$ cat config.mk
export PLATFORM = sky130hd
export DESIGN_NAME = lcd_mode_timing_controller_core_flat
export DESIGN_NICKNAME = d
export VERILOG_FILES = /design/src/hdl/lmtc_pkg.sv /design/src/hdl/lmtc_stream_if.sv /design/src/hdl/lmtc_ram.sv /design/src/hdl/lcd_mode_timing_controller_core.sv /design/src/flat_wrapper.sv
export VERILOG_INCLUDE_DIRS = /design/src /design/src/hdl
export SDC_FILE = /design/constraint.sdc
export NUM_CORES = 1
export LEC_CHECK = 0
export BUFFER_PORTS_ARGS = -buffer_cell sky130_fd_sc_hd__buf_2
export CORE_UTILIZATION = 58
export CTS_BUF_LIST = sky130_fd_sc_hd__clkbuf_4 sky130_fd_sc_hd__clkbuf_8
export DETAILED_ROUTE_END_ITERATION = 8
export PLACE_DENSITY = 0.87
export SLEW_MARGIN = 20
export SYNTH_ARGS = -nofsm -noshare
export SYNTH_HDL_FRONTEND = slang
export SYNTH_SLANG_ARGS = --single-unit
$ cat constraint.sdc
create_clock -name clk -period 3.7 [get_ports clk]
set_clock_uncertainty 0.1 [all_clocks]
set_input_delay 0.185 -clock clk [delete_from_list [all_inputs] [get_ports clk]]
set_output_delay 0.185 -clock clk [all_outputs]
set_load 0.01 [all_outputs]
$ cat src/hdl/assert_macros.svh
// Assertion macros shared by the RTL. Synthesis builds see empty bodies.
`ifndef ASSERT_MACROS_SVH
`define ASSERT_MACROS_SVH

`ifndef SYNTHESIS

`define ASSERT_IMP(lbl, clk, rst_n, ante, cons) \
  lbl: assert property (@(posedge clk) disable iff (!rst_n) (ante) |-> (cons)) \
    else $error("lmtc: assertion failed");

`define ASSERT_NXT(lbl, clk, rst_n, ante, cons) \
  lbl: assert property (@(posedge clk) disable iff (!rst_n) (ante) |=> (cons)) \
    else $error("lmtc: assertion failed");

`else

`define ASSERT_IMP(lbl, clk, rst_n, ante, cons)

`define ASSERT_NXT(lbl, clk, rst_n, ante, cons)

`endif

`endif

$ cat src/hdl/lmtc_pkg.sv
`timescale 1ns / 1ps

package lmtc_pkg;

  typedef enum logic [1:0] {
    MODE_HBLANK = 2'd0,
    MODE_VBLANK = 2'd1,
    MODE_SEARCH = 2'd2,
    MODE_DRAW   = 2'd3
  } mode_t;

  localparam logic CMD_TICK  = 1'b0;
  localparam logic CMD_WRITE = 1'b1;

  localparam logic [7:0] REG_LCD_ENABLE   = 8'd0;
  localparam logic [7:0] REG_TALL_SPRITES = 8'd1;
  localparam logic [7:0] REG_LINE_COMPARE = 8'd2;
  localparam logic [7:0] REG_STAT_ENABLES = 8'd3;

  localparam int SPRITE_PENALTY = 6;
  localparam int Y_OFFSET       = 16;
  localparam int VISIBLE_LINES  = 144;
  localparam int SHORT_HEIGHT   = 8;
  localparam int TALL_HEIGHT    = 16;

  typedef struct packed {
    logic       command;
    logic [7:0] cycles;
    logic [2:0] fine_scroll_x;
    logic [5:0] slot;
    logic [7:0] slot_y;
  } in_item_t;

  typedef struct packed {
    logic [1:0] mode;
    logic [7:0] line;
    logic       coincidence;
    logic       vblank_irq;
    logic       status_irq;
    logic       line_drawn;
    logic [3:0] sprites_found;
  } out_item_t;

  typedef struct packed {
    logic [7:0] index;
    logic [7:0] value;
  } cfg_item_t;

  function automatic logic stat_level(logic [3:0] en, logic coinc, mode_t mode);
    logic lvl;
    lvl = (en[3] && coinc) ||
          (en[2] && (mode == MODE_SEARCH)) ||
          (en[1] && (mode == MODE_VBLANK)) ||
          (en[0] && (mode == MODE_HBLANK));
    return lvl;
  endfunction

endpackage

$ cat src/hdl/lmtc_stream_if.sv
`timescale 1ns / 1ps

interface lmtc_stream_if #(parameter type T = logic);
  logic valid;
  logic ready;
  T     data;

  modport source (output valid, output data, input ready);
  modport sink   (input valid, input data, output ready);
endinterface

$ cat src/hdl/lmtc_ram.sv
`timescale 1ns / 1ps

module lmtc_ram #(
  parameter int WIDTH = 8,
  parameter int DEPTH = 40
) (
  input  logic                                 clk,
  input  logic                                 we,
  input  logic [(DEPTH > 1 ? $clog2(DEPTH) : 1)-1:0] waddr,
  input  logic [WIDTH-1:0]                     wdata,
  input  logic                                 re,
  input  logic [(DEPTH > 1 ? $clog2(DEPTH) : 1)-1:0] raddr,
  output logic [WIDTH-1:0]                     rdata
);

  logic [WIDTH-1:0] mem [DEPTH];
  logic [WIDTH-1:0] rdata_r;

  always_ff @(posedge clk) begin
    if (we) begin
      mem[waddr] <= wdata;
    end
    if (re) begin
      rdata_r <= mem[raddr];
    end
  end

  assign rdata = rdata_r;

endmodule

$ cat src/hdl/lcd_mode_timing_controller_core.sv
`timescale 1ns / 1ps
// Channel  Direction  Payload      Handshake
// in_if    sink       in_item_t    valid/ready
// out_if   source     out_item_t   valid/ready, registered output
// cfg_if   sink       cfg_item_t   valid/ready, ready is always high
//
// A write beat or a tick that does not end sprite search is handled in the idle state.
// A tick that ends sprite search passes through the search and last states, as set by
// the single read port of the slot RAM, which is swept one slot a cycle.
// Reset is synchronous; slot positions read as zero until written, through
// per-slot valid bits, so there is no clearing pass.
// A new input beat is taken only when the controller is idle and the output
// register is empty or being emptied in the same cycle.

module lcd_mode_timing_controller_core
  import lmtc_pkg::*;
#(
  parameter int SPRITE_SLOTS  = 40,
  parameter int MAX_PER_LINE  = 10,
  parameter int SEARCH_CYCLES = 80,
  parameter int DRAW_CYCLES   = 172,
  parameter int LINE_CYCLES   = 456,
  parameter int TOTAL_LINES   = 154
) (
  input  logic          clk,
  input  logic          rst_n,
  lmtc_stream_if.sink   in_if,
  lmtc_stream_if.source out_if,
  lmtc_stream_if.sink   cfg_if
);

`include "assert_macros.svh"

  localparam int SLOT_AW = (SPRITE_SLOTS > 1) ? $clog2(SPRITE_SLOTS) : 1;
  localparam int SW      = $clog2(MAX_PER_LINE + 1);

  typedef enum logic [2:0] {
    ST_IDLE   = 3'b001,
    ST_SEARCH = 3'b010,
    ST_LAST   = 3'b100
  } state_t;

  state_t            state_r, state_nxt;
  logic [9:0]        cnt_r, cnt_nxt;
  logic [7:0]        line_r, line_nxt;
  mode_t             mode_r, mode_nxt;
  logic [SW-1:0]     spr_r, spr_nxt;
  logic              lvl_r, lvl_nxt;
  logic              en_r, en_nxt;
  logic              tall_r, tall_nxt;
  logic [7:0]        cmp_r, cmp_nxt;
  logic [3:0]        stat_en_r, stat_en_nxt;
  logic [SPRITE_SLOTS-1:0] slot_vld_r, slot_vld_nxt;
  logic [SLOT_AW-1:0] idx_r, idx_nxt;
  logic [SW-1:0]     found_r, found_nxt;
  logic              rd_pend_r, rd_pend_nxt;
  logic              vld_q_r, vld_q_nxt;
  logic              out_valid_r, out_valid_nxt;
  out_item_t         out_r, out_nxt;

  in_item_t  in_d;
  cfg_item_t cfg_d;
  logic      in_fire;

  logic        ram_we, ram_re;
  logic [7:0]  ram_rdata;
  logic [7:0]  slot_pos;
  logic [7:0]  top;
  logic [8:0]  height;
  logic        hit_inc;
  logic [SW-1:0] fin_found;
  logic        s_coinc;

  logic [10:0] sum;
  logic [10:0] thr;
  logic [9:0]  t_cnt;
  logic [7:0]  t_line;
  logic [7:0]  line_inc;
  mode_t       t_mode;
  logic        t_search, t_drawn, t_vbl, t_coinc, t_lvl, w_coinc;

  assign in_d  = in_if.data;
  assign cfg_d = cfg_if.data;

  assign in_if.ready  = (state_r == ST_IDLE) && (!out_valid_r || out_if.ready);
  assign cfg_if.ready = 1'b1;
  assign out_if.valid = out_valid_r;
  assign out_if.data  = out_r;
  assign in_fire      = in_if.valid && in_if.ready;

  lmtc_ram #(
    .WIDTH (8),
    .DEPTH (SPRITE_SLOTS)
  ) u_slot_ram (
    .clk   (clk),
    .we    (ram_we),
    .waddr (in_d.slot[SLOT_AW-1:0]),
    .wdata (in_d.slot_y),
    .re    (ram_re),
    .raddr (idx_r),
    .rdata (ram_rdata)
  );

  assign slot_pos  = vld_q_r ? ram_rdata : 8'd0;
  assign top       = slot_pos - 8'(Y_OFFSET);
  assign height    = tall_r ? 9'(TALL_HEIGHT) : 9'(SHORT_HEIGHT);
  assign hit_inc   = rd_pend_r && ({1'b0, line_r} >= {1'b0, top}) &&
                     ({1'b0, line_r} < ({1'b0, top} + height)) &&
                     (found_r < SW'(MAX_PER_LINE));
  assign fin_found = found_r + SW'(hit_inc);
  assign s_coinc   = (line_r == cmp_r);
  assign w_coinc   = (line_r == cmp_r);

  always_comb begin
    sum      = {1'b0, cnt_r} + {3'b000, in_d.cycles};
    thr      = 11'(SEARCH_CYCLES + DRAW_CYCLES) + {8'd0, in_d.fine_scroll_x} +
               11'(spr_r) * 11'(SPRITE_PENALTY);
    line_inc = line_r + 8'd1;
    t_cnt    = sum[9:0];
    t_line   = line_r;
    t_mode   = mode_r;
    t_search = 1'b0;
    t_drawn  = 1'b0;
    t_vbl    = 1'b0;
    if (en_r) begin
      case (mode_r)
        MODE_SEARCH: begin
          if (t_cnt >= 10'(SEARCH_CYCLES)) begin
            t_search = 1'b1;
          end
        end
        MODE_DRAW: begin
          if ({1'b0, t_cnt} >= thr) begin
            t_mode  = MODE_HBLANK;
            t_drawn = 1'b1;
          end
        end
        MODE_HBLANK: begin
          if ({1'b0, t_cnt} >= 11'(LINE_CYCLES)) begin
            t_cnt  = 10'd0;
            t_line = line_inc;
            if (line_inc >= 8'(VISIBLE_LINES)) begin
              t_mode = MODE_VBLANK;
              t_vbl  = 1'b1;
            end else begin
              t_mode = MODE_SEARCH;
            end
          end
        end
        default: begin
          if ({1'b0, t_cnt} >= 11'(LINE_CYCLES)) begin
            t_cnt  = 10'd0;
            t_line = line_inc;
            if (line_inc >= 8'(TOTAL_LINES)) begin
              t_line = 8'd0;
              t_mode = MODE_SEARCH;
            end
          end
        end
      endcase
    end else begin
      t_cnt  = 10'd0;
      t_line = 8'd0;
      t_mode = MODE_HBLANK;
    end
    t_coinc = (t_line == cmp_r);
    t_lvl   = stat_level(stat_en_r, t_coinc, t_mode);
  end

  always_comb begin
    state_nxt     = state_r;
    cnt_nxt       = cnt_r;
    line_nxt      = line_r;
    mode_nxt      = mode_r;
    spr_nxt       = spr_r;
    lvl_nxt       = lvl_r;
    en_nxt        = en_r;
    tall_nxt      = tall_r;
    cmp_nxt       = cmp_r;
    stat_en_nxt   = stat_en_r;
    slot_vld_nxt  = slot_vld_r;
    idx_nxt       = idx_r;
    found_nxt     = found_r;
    rd_pend_nxt   = 1'b0;
    vld_q_nxt     = vld_q_r;
    out_valid_nxt = out_valid_r && !out_if.ready;
    out_nxt       = out_r;
    ram_we        = 1'b0;
    ram_re        = 1'b0;

    if (cfg_if.valid) begin
      unique case (cfg_d.index)
        REG_LCD_ENABLE:   en_nxt      = cfg_d.value[0];
        REG_TALL_SPRITES: tall_nxt    = cfg_d.value[0];
        REG_LINE_COMPARE: cmp_nxt     = cfg_d.value;
        REG_STAT_ENABLES: stat_en_nxt = cfg_d.value[3:0];
        default: ;
      endcase
    end

    unique case (state_r)
      ST_IDLE: begin
        if (in_fire) begin
          if (in_d.command == CMD_WRITE) begin
            if ({1'b0, in_d.slot} < 7'(SPRITE_SLOTS)) begin
              ram_we = 1'b1;
              slot_vld_nxt[in_d.slot[SLOT_AW-1:0]] = 1'b1;
            end
            out_valid_nxt = 1'b1;
            out_nxt = '{mode: mode_r, line: line_r, coincidence: w_coinc,
                        vblank_irq: 1'b0, status_irq: 1'b0, line_drawn: 1'b0,
                        sprites_found: 4'(spr_r)};
          end else if (t_search) begin
            cnt_nxt   = t_cnt;
            idx_nxt   = '0;
            found_nxt = '0;
            state_nxt = ST_SEARCH;
          end else begin
            cnt_nxt       = t_cnt;
            line_nxt      = t_line;
            mode_nxt      = t_mode;
            lvl_nxt       = t_lvl;
            out_valid_nxt = 1'b1;
            out_nxt = '{mode: t_mode, line: t_line, coincidence: t_coinc,
                        vblank_irq: t_vbl, status_irq: t_lvl && !lvl_r,
                        line_drawn: t_drawn, sprites_found: 4'(spr_r)};
          end
        end
      end
      ST_SEARCH: begin
        ram_re      = 1'b1;
        rd_pend_nxt = 1'b1;
        vld_q_nxt   = slot_vld_r[idx_r];
        found_nxt   = fin_found;
        idx_nxt     = idx_r + SLOT_AW'(1);
        if (idx_r == SLOT_AW'(SPRITE_SLOTS - 1)) begin
          state_nxt = ST_LAST;
        end
      end
      ST_LAST: begin
        spr_nxt       = fin_found;
        mode_nxt      = MODE_DRAW;
        lvl_nxt       = stat_level(stat_en_r, s_coinc, MODE_DRAW);
        out_valid_nxt = 1'b1;
        out_nxt = '{mode: MODE_DRAW, line: line_r, coincidence: s_coinc,
                    vblank_irq: 1'b0,
                    status_irq: stat_level(stat_en_r, s_coinc, MODE_DRAW) && !lvl_r,
                    line_drawn: 1'b0, sprites_found: 4'(fin_found)};
        state_nxt = ST_IDLE;
      end
      default: state_nxt = ST_IDLE;
    endcase
  end

  always_ff @(posedge clk) begin
    if (!rst_n) begin
      state_r     <= ST_IDLE;
      cnt_r       <= '0;
      line_r      <= '0;
      mode_r      <= MODE_HBLANK;
      spr_r       <= '0;
      lvl_r       <= 1'b0;
      en_r        <= 1'b1;
      tall_r      <= 1'b0;
      cmp_r       <= '0;
      stat_en_r   <= '0;
      slot_vld_r  <= '0;
      idx_r       <= '0;
      found_r     <= '0;
      rd_pend_r   <= 1'b0;
      vld_q_r     <= 1'b0;
      out_valid_r <= 1'b0;
    end else begin
      state_r     <= state_nxt;
      cnt_r       <= cnt_nxt;
      line_r      <= line_nxt;
      mode_r      <= mode_nxt;
      spr_r       <= spr_nxt;
      lvl_r       <= lvl_nxt;
      en_r        <= en_nxt;
      tall_r      <= tall_nxt;
      cmp_r       <= cmp_nxt;
      stat_en_r   <= stat_en_nxt;
      slot_vld_r  <= slot_vld_nxt;
      idx_r       <= idx_nxt;
      found_r     <= found_nxt;
      rd_pend_r   <= rd_pend_nxt;
      vld_q_r     <= vld_q_nxt;
      out_valid_r <= out_valid_nxt;
    end
  end

  always_ff @(posedge clk) begin
    out_r <= out_nxt;
  end

  `ASSERT_IMP(a_busy_no_ready, clk, rst_n, state_r != ST_IDLE, !in_if.ready)
  `ASSERT_NXT(a_last_loads_out, clk, rst_n, state_r == ST_LAST, out_valid_r && out_r.mode == MODE_DRAW)
  `ASSERT_IMP(a_spr_bound, clk, rst_n, 1'b1, spr_r <= SW'(MAX_PER_LINE))
  `ASSERT_IMP(a_line_bound, clk, rst_n, 1'b1, line_r < 8'(TOTAL_LINES))
  `ASSERT_IMP(a_vblank_mode, clk, rst_n, line_r >= 8'(VISIBLE_LINES), mode_r == MODE_VBLANK)
  `ASSERT_IMP(a_vblank_line, clk, rst_n, out_valid_r && out_r.vblank_irq, out_r.line == 8'(VISIBLE_LINES))

endmodule

$ cat src/flat_wrapper.sv
// flat-port wrapper written by rule: the top's interface ports become plain ports
module lcd_mode_timing_controller_core_flat import lmtc_pkg::*;
#(
  parameter int SPRITE_SLOTS  = 40,
  parameter int MAX_PER_LINE  = 10,
  parameter int SEARCH_CYCLES = 80,
  parameter int DRAW_CYCLES   = 172,
  parameter int LINE_CYCLES   = 456,
  parameter int TOTAL_LINES   = 154
)
  (clk, rst_n, in_if_valid, in_if_data, in_if_ready, out_if_valid, out_if_data, out_if_ready, cfg_if_valid, cfg_if_data, cfg_if_ready);
  lmtc_stream_if #(.T(in_item_t)) in_if_i ();
  lmtc_stream_if #(.T(out_item_t)) out_if_i ();
  lmtc_stream_if #(.T(cfg_item_t)) cfg_if_i ();
  input  logic clk;
  input  logic rst_n;
  input wire logic [$bits(in_if_i.valid)-1:0] in_if_valid;
  input wire logic [$bits(in_if_i.data)-1:0] in_if_data;
  output wire logic [$bits(in_if_i.ready)-1:0] in_if_ready;
  output wire logic [$bits(out_if_i.valid)-1:0] out_if_valid;
  output wire logic [$bits(out_if_i.data)-1:0] out_if_data;
  input wire logic [$bits(out_if_i.ready)-1:0] out_if_ready;
  input wire logic [$bits(cfg_if_i.valid)-1:0] cfg_if_valid;
  input wire logic [$bits(cfg_if_i.data)-1:0] cfg_if_data;
  output wire logic [$bits(cfg_if_i.ready)-1:0] cfg_if_ready;
  assign in_if_i.valid = in_if_valid;
  assign in_if_i.data = in_if_data;
  assign in_if_ready = in_if_i.ready;
  assign out_if_valid = out_if_i.valid;
  assign out_if_data = out_if_i.data;
  assign out_if_i.ready = out_if_ready;
  assign cfg_if_i.valid = cfg_if_valid;
  assign cfg_if_i.data = cfg_if_data;
  assign cfg_if_ready = cfg_if_i.ready;
  lcd_mode_timing_controller_core #(.SPRITE_SLOTS(SPRITE_SLOTS), .MAX_PER_LINE(MAX_PER_LINE), .SEARCH_CYCLES(SEARCH_CYCLES), .DRAW_CYCLES(DRAW_CYCLES), .LINE_CYCLES(LINE_CYCLES), .TOTAL_LINES(TOTAL_LINES)) u_core (.clk(clk), .rst_n(rst_n), .in_if(in_if_i), .out_if(out_if_i), .cfg_if(cfg_if_i));
endmodule
# Word-level counts from Yosys, hierarchy flattened
# Memories as Yosys holds them, arrays and structs flattened. A register that Yosys moved wholly into a read port is not among the register bits.
# Cells that the tools add are included.
dict set report totals {
  regBits 113
  ram_bits 320
  in_bits 47
  output_inout_bits 21
  wordCells 172
  mem_count 1
}
# memory depth width read_ports rd_clocked_by_memory_dff wr line
set memory_table {}
lappend memory_table {u_core.u_slot_ram.mem 40 8 1 1 1 lmtc_ram.sv:16} ;# logic [WIDTH-1:0] mem [DEPTH];
dict set report classes {
  add_sub_neg 8
  n_mul 1
  n_lt_le_gt_ge 12
  n_eq_ne 19
  n_mux 67
  n_bitwise 3
  reduce_logical 38
}
# operator count
set ops {}
lappend ops {{18-bit two-way mux} 3}
lappend ops {{8-bit two-way mux} 5}
lappend ops {{40-bit OR} 1}
lappend ops {{18-bit one-hot mux with 2 select lines} 1}
lappend ops {{10-bit two-way mux} 3}
lappend ops {{1-bit two-way mux} 25}
lappend ops {{4-bit AND reduction} 5}
lappend ops {{2-bit two-way mux} 9}
lappend ops {{6-bit two-way mux} 3}
lappend ops {{8-bit by 2-bit == test with 1-bit output (second input constant)} 2}
lappend ops {{8-bit == test} 2}
lappend ops {{8-bit greater-or-equal comparator (second input constant)} 2}
lappend ops {{8-bit one-hot mux with 2 select lines} 1}
lappend ops {{1-bit logical AND} 14}
lappend ops {{6-bit by 7-bit < comparator with 1-bit output (second input constant)} 2}
lappend ops {{3-bit two-way mux} 4}
lappend ops {{4-bit two-way mux} 3}
lappend ops {{6-bit one-hot mux with 2 select lines} 1}
lappend ops {{11-bit by 7-bit adder with 11-bit output} 1}
lappend ops {{10-bit by 11-bit greater-or-equal comparator with 1-bit output} 1}
lappend ops {{10-bit by 8-bit adder with 10-bit output} 1}
lappend ops {{10-bit by 7-bit greater-or-equal comparator with 1-bit output (second input constant)} 1}
lappend ops {{10-bit by 9-bit greater-or-equal comparator with 1-bit output (second input constant)} 1}
lappend ops {{8-bit by 3-bit adder with 9-bit output (first input constant)} 1}
lappend ops {{other kinds (38)} 56}

# Depth between registers and ports, before layout
# Gate-level depths: netlist (run 1).
dict set report logic_depth {
  word_depth 16
  ltp_mapped 21
  mapped_depth_nobuf 20
}

# Modules after synthesis
# From an unflattened synthesis (run 1), not the netlist that was laid out.
dict set report unflattened {
  hier_cells 1606
  hier_area_um2 20530.9
}
# mod n_inst cells_each area_each_um2 seq_area_each_um2
set modules_own_cells {}
lappend modules_own_cells {lmtc_ram 1 696 13070.0 9849.4}
lappend modules_own_cells {lcd_mode_timing_controller_core 1 910 7460.9 2442.3}

# Worst setup path after synthesis (run 1)
# No wires, ideal clock.
dict set report synth_path {
  path_type {register to register}
  startpoint {reg u_core.spr_r[1]}
  endpoint {reg u_core.out_r, in the netlist u_core.out_if.data[5], data pin}
  setup_ns 0.158
  arrival_time_ns 3.742
  t_required_ns 3.442
  setup_slack_ns -0.300
  stages_incl_launch_ff 20
  n_path_buf 0
  period_less_slack_ns 4.000
  cell_sequence {dfxtp_1 -> ha_1 -> fa_1 -> ha_1 -> a21oi_1 -> o21bai_1 -> a21o_1 -> a21oi_1 -> xnor2_1 -> ha_1 -> o21a_1 -> o21ai_0 -> a21oi_1 -> o31ai_1 -> and2_1 -> o221ai_1 -> mux2i_1 -> o21ai_0 -> nor2_1 -> a211oi_2}
}
# element line
set synth_rtl {}
lappend synth_rtl {{from (decl)} lcd_mode_timing_controller_core.sv:47} ;# logic [SW-1:0] spr_r, spr_nxt;
lappend synth_rtl {{from (signal assigned)} lcd_mode_timing_controller_core.sv:278} ;# spr_r <= spr_nxt;
lappend synth_rtl {{to (signal assigned)} lcd_mode_timing_controller_core.sv:294} ;# out_r <= out_nxt;
lappend synth_rtl {{to (decl)} lcd_mode_timing_controller_core.sv:59} ;# out_item_t out_r, out_nxt;

# Worst setup path in the final report (run 1)
dict set report layout_path {
  startpoint {reg u_core.spr_r[1]}
  endpoint {reg u_core.lvl_r}
}
dict set report layout_via {
  elab_chain_len 15
  word_cells_on_any_way 19
  classes_between {1 x add/sub; 1 x mul; 1 x order compare; 2 x eq/ne; 7 x mux; 7 x reduce/logical}
}
# element line
set layout_rtl {}
lappend layout_rtl {{4-bit by 2-bit multiplier with 6-bit output (*)} lcd_mode_timing_controller_core.sv:117} ;# 11'(spr_r) * 11'(SPRITE_PENALTY);
lappend layout_rtl {{11-bit by 7-bit adder with 11-bit output (*)} lcd_mode_timing_controller_core.sv:116} ;# thr = 11'(SEARCH_CYCLES + DRAW_CYCLES) + {8'd0, in_d.fine_scroll_x} +
lappend layout_rtl {{10-bit by 11-bit greater-or-equal comparator with 1-bit output (*)} lcd_mode_timing_controller_core.sv:133} ;# if ({1'b0, t_cnt} >= thr) begin
lappend layout_rtl {{2-bit two-way mux (*)} lcd_mode_timing_controller_core.sv:133}
lappend layout_rtl {{2-bit one-hot mux with 3 select lines (*)} lcd_mode_timing_controller_core.sv:126} ;# case (mode_r)
lappend layout_rtl {{2-bit two-way mux (*)} lcd_mode_timing_controller_core.sv:125} ;# if (en_r) begin
lappend layout_rtl {{2-bit == test} lmtc_pkg.sv:52} ;# (en[2] && (mode == MODE_SEARCH)) ||
lappend layout_rtl {{1-bit logical AND} lmtc_pkg.sv:52}
lappend layout_rtl {{1-bit logical OR} lmtc_pkg.sv:51} ;# lvl = (en[3] && coinc) ||
lappend layout_rtl {{1-bit logical OR} lmtc_pkg.sv:52}
lappend layout_rtl {{1-bit logical OR (*)} lmtc_pkg.sv:53} ;# (en[1] && (mode == MODE_VBLANK)) ||
lappend layout_rtl {{1-bit two-way mux (*)} lcd_mode_timing_controller_core.sv:213} ;# end else if (t_search) begin
lappend layout_rtl {{1-bit two-way mux (*)} lcd_mode_timing_controller_core.sv:204} ;# if (in_d.command == CMD_WRITE) begin
lappend layout_rtl {{1-bit two-way mux (*)} lcd_mode_timing_controller_core.sv:203} ;# if (in_fire) begin
lappend layout_rtl {{1-bit one-hot mux with 2 select lines (*)} lcd_mode_timing_controller_core.sv:201} ;# unique case (state_r)
lappend layout_rtl {{to (signal assigned)} lcd_mode_timing_controller_core.sv:279} ;# lvl_r <= lvl_nxt;
lappend layout_rtl {{to (decl)} lcd_mode_timing_controller_core.sv:48} ;# logic lvl_r, lvl_nxt;
# Every way passes the cells marked *; elsewhere a longest branch is shown, timed or not. The select of a mux whose other input is x is not followed.
# A chain may end at the register's enable or synchronous reset.

==> reports/metrics.yaml, run 1 <==
sta:
  maxSlewHeadroom_pct: 36.59
  slew_viol_final: 0
  finalCriticalPeriod_ps: 4010
  finalSetupViolations: 3
  tns_ps: -584.7
  whs_ps: 66.46
  rsz0062_at_grt: "true"
  worst_pin_slew_ps: 947.7
  finalCritPeriodShare_pct: 108.4
  fin_ws_ps: -309.9
  max_freq_ghz: 0.2494
  hold_viol_final: 0
power:
  p_clk_share_pct: 43.3
  p_total_mw: 10.36
  power_frac_comb_pct: 4.8
  peakVddDrop_v: 0.0005150
  pwr-share-seq_pct: 51.9
  sw_frac_of_total_pct: 21.66
  power_density_nw_per_um2: 445.4
  p_sw_mw: 2.243
  p_leak_nw: 8.086
  intPower_mw: 8.113
layout:
  final_cell_area_um2: 23250
  antenna_cells: 0
  drive_above_1_share_pct: 25.75
  utilization_pct: 69.34
  area_delta_synth_final_pct: 17.41
  final_cells: 2141
  nets: 1736
synthesis:
  synth_edf_count: 346
  synth_area_leaders: "edfxtp_1 52%, dfxtp_1 9.6%, mux4_2 6.5%, mux2i_1 4.3%, ha_1 3.1%"
  syn_inst: 1437
  yosysSeqAreaShare_pct: 62.07
  yosysWarnings: 0
  ys_ff_latch: 441
  synth_top_cell_by_area: "edfxtp_1"
  synth.distinct_cells: 79
  async_flop_share_pct: 0
  synth_area_per_cell_um2: 13.78
  yosys_most_used_dff: "edfxtp_1"
  synth_top_area_share_pct: 52.46
  syn-cell-area_um2: 19800
  syn_nets: 1537
detailed_routing:
  drc: 0
  vias: 13530
  drtAntennaViolNets: 0
  routedWlPerCell_um: 23.16
  viasPerCell: 6.321
  first_iter_violations: 1443
  dr.pass1.iters: 7
  wirelength_um: 49580
grt:
  grtUsageMet3_pct: 6.884
  grt_max_degree: 53
  grt.total_usage_pct: 28.66
  busiest_layer: "met2"
  antenna_found_initial: 0
  grt_pass1_wl_um: 76340
  use_met2_pct: 47.29
  grt-ovfl-total: 0
  grt_pass1_vias: 13740
  grtUsageMet1_pct: 35.59
cts:
  cts_root_buf: "clkbuf_8"
  path_clk_slew_ps: 60
  htreeDepth: 3
  clkSinkCount: 441
  cts_buffer_depth: 3
  tritoncts: "done"
  cts_buffers: 71
  worst_skew_pair.late_latency_ps: 630
placement:
  dp_hpwl_um: 31500
  gp_congestion: 0.9058
  dpl_cell_area_um2: 21340
  port_buffers: 66
  dp_slack_ps: -399.1
  dp_cells: 1987
setup_path:
  critPathCaptureType: "flip-flop"
  crit_required_ps: 4110
  arrival_ps: 4420
  critPathLaunchType: "flip-flop"
  path_class: "flip-flop to flip-flop"
  path_max_fanout: 3
die:
  dieArea_um2: 34890
  die_w_um: 186.8
  rows: 67
  initial_core_util_pct: 59.06
  die_y_um: 186.8
  io_pins: 68
  core_area_um2: 33530
run:
  cap_violations: 0
outcome:
  violations: "setup timing"
  status: "complete, but fails checks"
hold_path:
  hold_path.class: "primary input to flip-flop"
-- state kept, by name, indices dropped and copies added (netlist names), 2 cells and up --
register                 count
u_core.u_slot_ram.mem      320
u_core.slot_vld_r           40
u_core.out_if.data          18
u_core.cnt_r                10
u_core.cmp_r                 8
u_core.line_r                8
u_core.u_slot_ram.rdata      8
u_core.idx_r                 6
u_core.found_r               4
u_core.spr_r                 4
u_core.stat_en_r             4
u_core.state_r               3
u_core.mode_r                2
-- synth_stat cells (3+ instances only) --
cell / count
a31oi_1: 3
or2_2: 5
nor3_1: 14
a211oi_1: 14
clkinv_1: 3
dfxtp_1: 95
o21bai_1: 5
o221ai_1: 26
o211ai_1: 8
edfxtp_1: 346
xor2_1: 10
o21ai_1: 3
nor2_1: 100
fa_1: 4
o21ai_0: 54
nor4_1: 6
nand2_1: 94
a22oi_1: 11
ha_1: 49
nor2b_1: 41
mux2_2: 8
a22o_1: 5
o31ai_1: 11
or4_1: 3
mux2i_1: 85
or3_1: 4
mux4_2: 57
nand2b_1: 19
o2111ai_1: 4
and3_1: 10
a21o_1: 5
buf_1: 9
o211a_1: 4
inv_1: 32
o22ai_1: 21
o21a_1: 48
xnor2_1: 23
a21oi_1: 43
buf_2: 6
and2_1: 12
nand3_1: 17
nand4_1: 8
clkbuf_1: 58
nand3b_1: 8
-- cell type report --
| class | count | area (um2) |
|---|---|---|
| clock buffers | 115 | 1358 |
| repair buffers | 200 | 1448 |
| well taps | 448 | 560.5 |
| multi-input cells | 887 | 7281 |
| fillers | 2109 | 10280 |
| flip-flops and latches | 441 | 12300 |
| clock inverters | 15 | 173.9 |
| inverters | 35 | 131.4 |
-- power groups by stage --
stage / logic [mW] / registers, mW / clock network (mW)
after global routing: 0.530 / 5.38 / 4.75
after CTS: 0.460 / 5.38 / 4.54
after detailed placement: 0.434 / 5.48 / 0
after global placement: 0.413 / 5.48 / 0
after floorplan: 0.211 / 5.49 / 0
final: 0.494 / 5.38 / 4.48
-- worst max-delay path: stages (launching register included) --
cell,delay [ps]
dfxtp_2,340
ha_4,160
fa_2,550
ha_4,220
a21oi_4,160
o21bai_4,100
a21o_1,170
a21oi_2,130
xnor2_1,90
ha_1,280
o21a_1,140
o21ai_2,60
a21oi_2,110
o31ai_2,80
and2_1,190
o221ai_2,240
mux2i_2,300
buf_4,160
o211ai_1,80
a31oi_1,180
nor3_1,60
-- routing by layer --
layer / vias to the layer above / wire length, um
li1: 5938 / -
met1: 6545 / 18950
met2: 842 / 24040
met3: 209 / 4302
met4: 0 / 2295
met5: - / 0
-- worst paths after layout --
kind | cells after the start | to | from | slack (ps)
min | 5 | u_core.stat_en_r[2] | cfg_if_data[10] | 70
max reg2reg | 20 | u_core.lvl_r | u_core.spr_r[1] | -310
max | 20 | u_core.lvl_r | u_core.spr_r[1] | -310
min reg2reg | 1 | u_core.slot_vld_r[33] | u_core.slot_vld_r[33] | 360
-- placed cells by master (no fill, tap or decap), types with 48 or more instances in the layout --
| master | Yosys | routed |
|---|---|---|
| o21a_1 | 48 | 48 |
| dfxtp_1 | 95 | 91 |
| nor2_1 | 100 | 98 |
| buf_2 | 6 | 66 |
| mux2i_1 | 85 | 84 |
| clkbuf_8 | 0 | 79 |
| buf_4 | 1 | 110 |
| nand2_1 | 94 | 94 |
| mux4_2 | 57 | 57 |
| edfxtp_1 | 346 | 346 |
-- kinds of logic after synthesis --
| group | synth area share, % |
|---|---|
| multiplexers | 11.23 |
| AND/OR/NAND/NOR | 8.946 |
| other | 0.01894 |
| flip-flops | 62.07 |
| buffers and inverters | 2.123 |
| XOR/XNOR | 1.459 |
| adder cells (fa/ha/maj) | 3.500 |
| AO/OA/AOI/OAI | 10.65 |
-- repair_timing --
action | 4_1_cts | 5_1_grt
pin swaps | 10 | 9
hold endpoints to repair | 18 | 0
gates resized for setup | 12 | 26
hold buffers | 18 | 0
endpoints found under the setup margin | 41 | 41
setup buffers | 1 | 5
Power figures use the tool's default switching activity.
==> run 2, diff against run 1 <==
CORE_UTILIZATION = 61   (was 58)
PLACE_DENSITY = 0.88   (was 0.87)
SETUP_SLACK_MARGIN = 0.3   (was unset)
clock period = 5.1 ns   (was 3.7 ns; I/O delays follow)
==> run 2 against run 1 <==
Against the previous run: the run now ends clean; utilization up 0.10 points; first-iteration DRC count is 2.4% higher; via count down 4.1%; combinational power shrank 42%; setup slack better by 990 ps; design area decreased by 5.3%; sequential power fell by 28%; die area decreased by 4.9%; total power decreased by 30%; largest power group unchanged; highest routed layer is now met5.
==> reports/metrics.yaml, run 2 (same netlist as run 1, synthesis figures left out) <==
layout:
  area_delta_synth_final_pct: 11.22
  largest_register_ffs: 320
  regMostFlops: "u_core.u_slot_ram.mem"
  antenna_cells: 0
  nets: 1625
  layout_commonest_cell: "edfxtp_1"
  final_cell_mix: "346 x edfxtp_1, 100 x nor2_1, 94 x nand2_1"
  fill_cells: 2039
  drive_above_1_share_pct: 18.48
setup_path:
  max_stage_delay_ps: 430
  crit_buf_inv: 0
  path_max_fanout: 4
  ff2ff_path_depth: 19
  path_delay_family: "compound AO/OA/AOI/OAI gates"
  worst_path_max_delay_cell: "fa_1"
  critPathCaptureType: "flip-flop"
  critPathLaunchType: "flip-flop"
  path_depth: 19
  crit_chain: "ha_1, fa_1, ha_1, a21oi_1, o21bai_1, a21o_1, a21oi_1, xnor2_1, ha_1, o21a_1, o21ai_0, a21oi_1, o31ai_2, and2_1, o221ai_1, mux2i_1, o21ai_1, nor2_1, a211oi_2"
  arrival_ps: 4670
  crit_required_ps: 5350
  path_class: "flip-flop to flip-flop"
detailed_routing:
  wirelength_um: 46310
  vias: 12980
  routedWlPerCell_um: 23.37
  first_iter_violations: 1478
  viasPerCell: 6.551
  dr.pass1.iters: 6
  drc: 0
  drtAntennaViolNets: 0
sta:
  rsz0062_at_grt: "false"
  maxSlewHeadroom_pct: 23.15
  hold_viol_final: 0
  worst_pin_slew_ps: 1153
  finalCriticalPeriod_ps: 4416
  finalSetupViolations: 0
  tns_ps: 0
  max_freq_ghz: 0.2264
  slew_viol_final: 0
  finalCritPeriodShare_pct: 86.59
power:
  p_leak_nw: 7.465
  p_total_mw: 7.258
  power_frac_comb_pct: 3.9
  sw_frac_of_total_pct: 22.25
  pwr-share-seq_pct: 53.8
  power_density_nw_per_um2: 329.5
  p_sw_mw: 1.615
  peakVddDrop_v: 0.0003478
  p_clk_share_pct: 42.3
  intPower_mw: 5.643
cts:
  worst_skew_pair.late_latency_ps: 640
  tritoncts: "done"
  clkSinkCount: 441
  path_clk_slew_ps: 60
  cts_buffers: 70
  cts_root_buf: "clkbuf_8"
  cts_buffer_depth: 3
  htreeDepth: 3
  cts_setup_buffers: 0
die:
  core_area_um2: 31720
  io_pins: 68
  dieArea_um2: 33190
  die_y_um: 182.2
  rows: 65
  initial_core_util_pct: 62.44
  die_w_um: 182.2
grt:
  antenna_found_initial: 0
  grt.total_usage_pct: 28.36
  grt_pass1_vias: 12980
  grt-ovfl-total: 0
  grt_max_degree: 55
  grt_pass1_wl_um: 71650
placement:
  dp_hpwl_um: 29370
  port_buffers: 66
  gp_congestion: 0.9600
hold_path:
  hold_path.class: "primary input to flip-flop"
  whs_path_depth: 4
run:
  cap_violations: 0
outcome:
  status: "completed"
## run 2: cell types whose count changed in the layout (fill, tap and decap cells not counted), sizes merged
cell / change
buf: -103
bufinv: -2
clkbuf: -11
inv: +1
clkinv: +9
dlygate4sd3: -7
## run 2: worst paths after layout
kind | slack [ps] | from | endpoint
max | 680 | u_core.spr_r[1] | u_core.out_if.data[5]
min | 50 | out_if_ready | u_core.out_if.valid
max reg2reg | 680 | u_core.spr_r[1] | u_core.out_if.data[5]
min reg2reg | 360 | u_core.slot_vld_r[38] | u_core.slot_vld_r[38]
## run 2: layout make-up
| type | instances | area (um2) | area share, % |
|---|---|---|---|
| clock buffer | 104 | 1256 | 5.703 |
| clock inverter | 23 | 182.7 | 0.8294 |
| inverter | 35 | 131.4 | 0.5965 |
| multi-input combinational | 887 | 7106 | 32.26 |
| sequential | 441 | 12300 | 55.83 |
| tap | 402 | 503.0 | 2.284 |
| timing repair buffer | 90 | 550.5 | 2.499 |
## run 2: power by group through the flow
| stage | combinational, mW | clock, mW | sequential, mW |
|---|---|---|---|
| 3_3_place_gp | 0.257 | 0 | 3.98 |
| 4_1_cts | 0.280 | 3.09 | 3.90 |
| 5_1_grt | 0.309 | 3.24 | 3.90 |
| 2_1_floorplan | 0.151 | 0 | 3.98 |
| 3_5_place_dp | 0.272 | 0 | 3.98 |
| 6_report | 0.285 | 3.07 | 3.90 |
## run 2: what timing repair did
| item | CTS | global route |
|---|---|---|
| hold buffers | 11 | 0 |
| gates resized for setup | 0 | 3 |
| setup endpoints to repair | 0 | 2 |
| endpoints found under the hold margin | 15 | 0 |
## run 2: stage by stage
step	hold WS, ps	utilization, %	worst slack, ps	cells	area [um2]
final	46.31	69.44	683.7	1982	22030
after global placement	341.3	64.53	838.9	1844	20470
after global routing	79.88	69.44	299.0	1982	22030
after detailed placement	352.9	64.53	678.3	1844	20470
after floorplan	253.9	-	1100	1437	19800
after CTS	39.83	69.41	609.2	1982	22020
## run 2: worst register-to-register path, cell delays in order, from the launching register on
cell and delay, ps:
dfxtp_1 410, ha_1 220, fa_1 430, ha_1 340, a21oi_1 190, o21bai_1 120, a21o_1 200, a21oi_1 170
xnor2_1 100, ha_1 290, o21a_1 110, o21ai_0 60, a21oi_1 150, o31ai_2 90, and2_1 200, o221ai_1 360
mux2i_1 320, o21ai_1 110, nor2_1 140, a211oi_2 80
## run 2: metal layers
layer  vias up  global-route usage [%]  routed length [um]
li1       5703                       -                   -
met1      6318                   37.51               18020
met2       817                   46.05               22520
met3       144                   5.029                4018
met4         2                   13.28                1720
met5         -                       0                  39
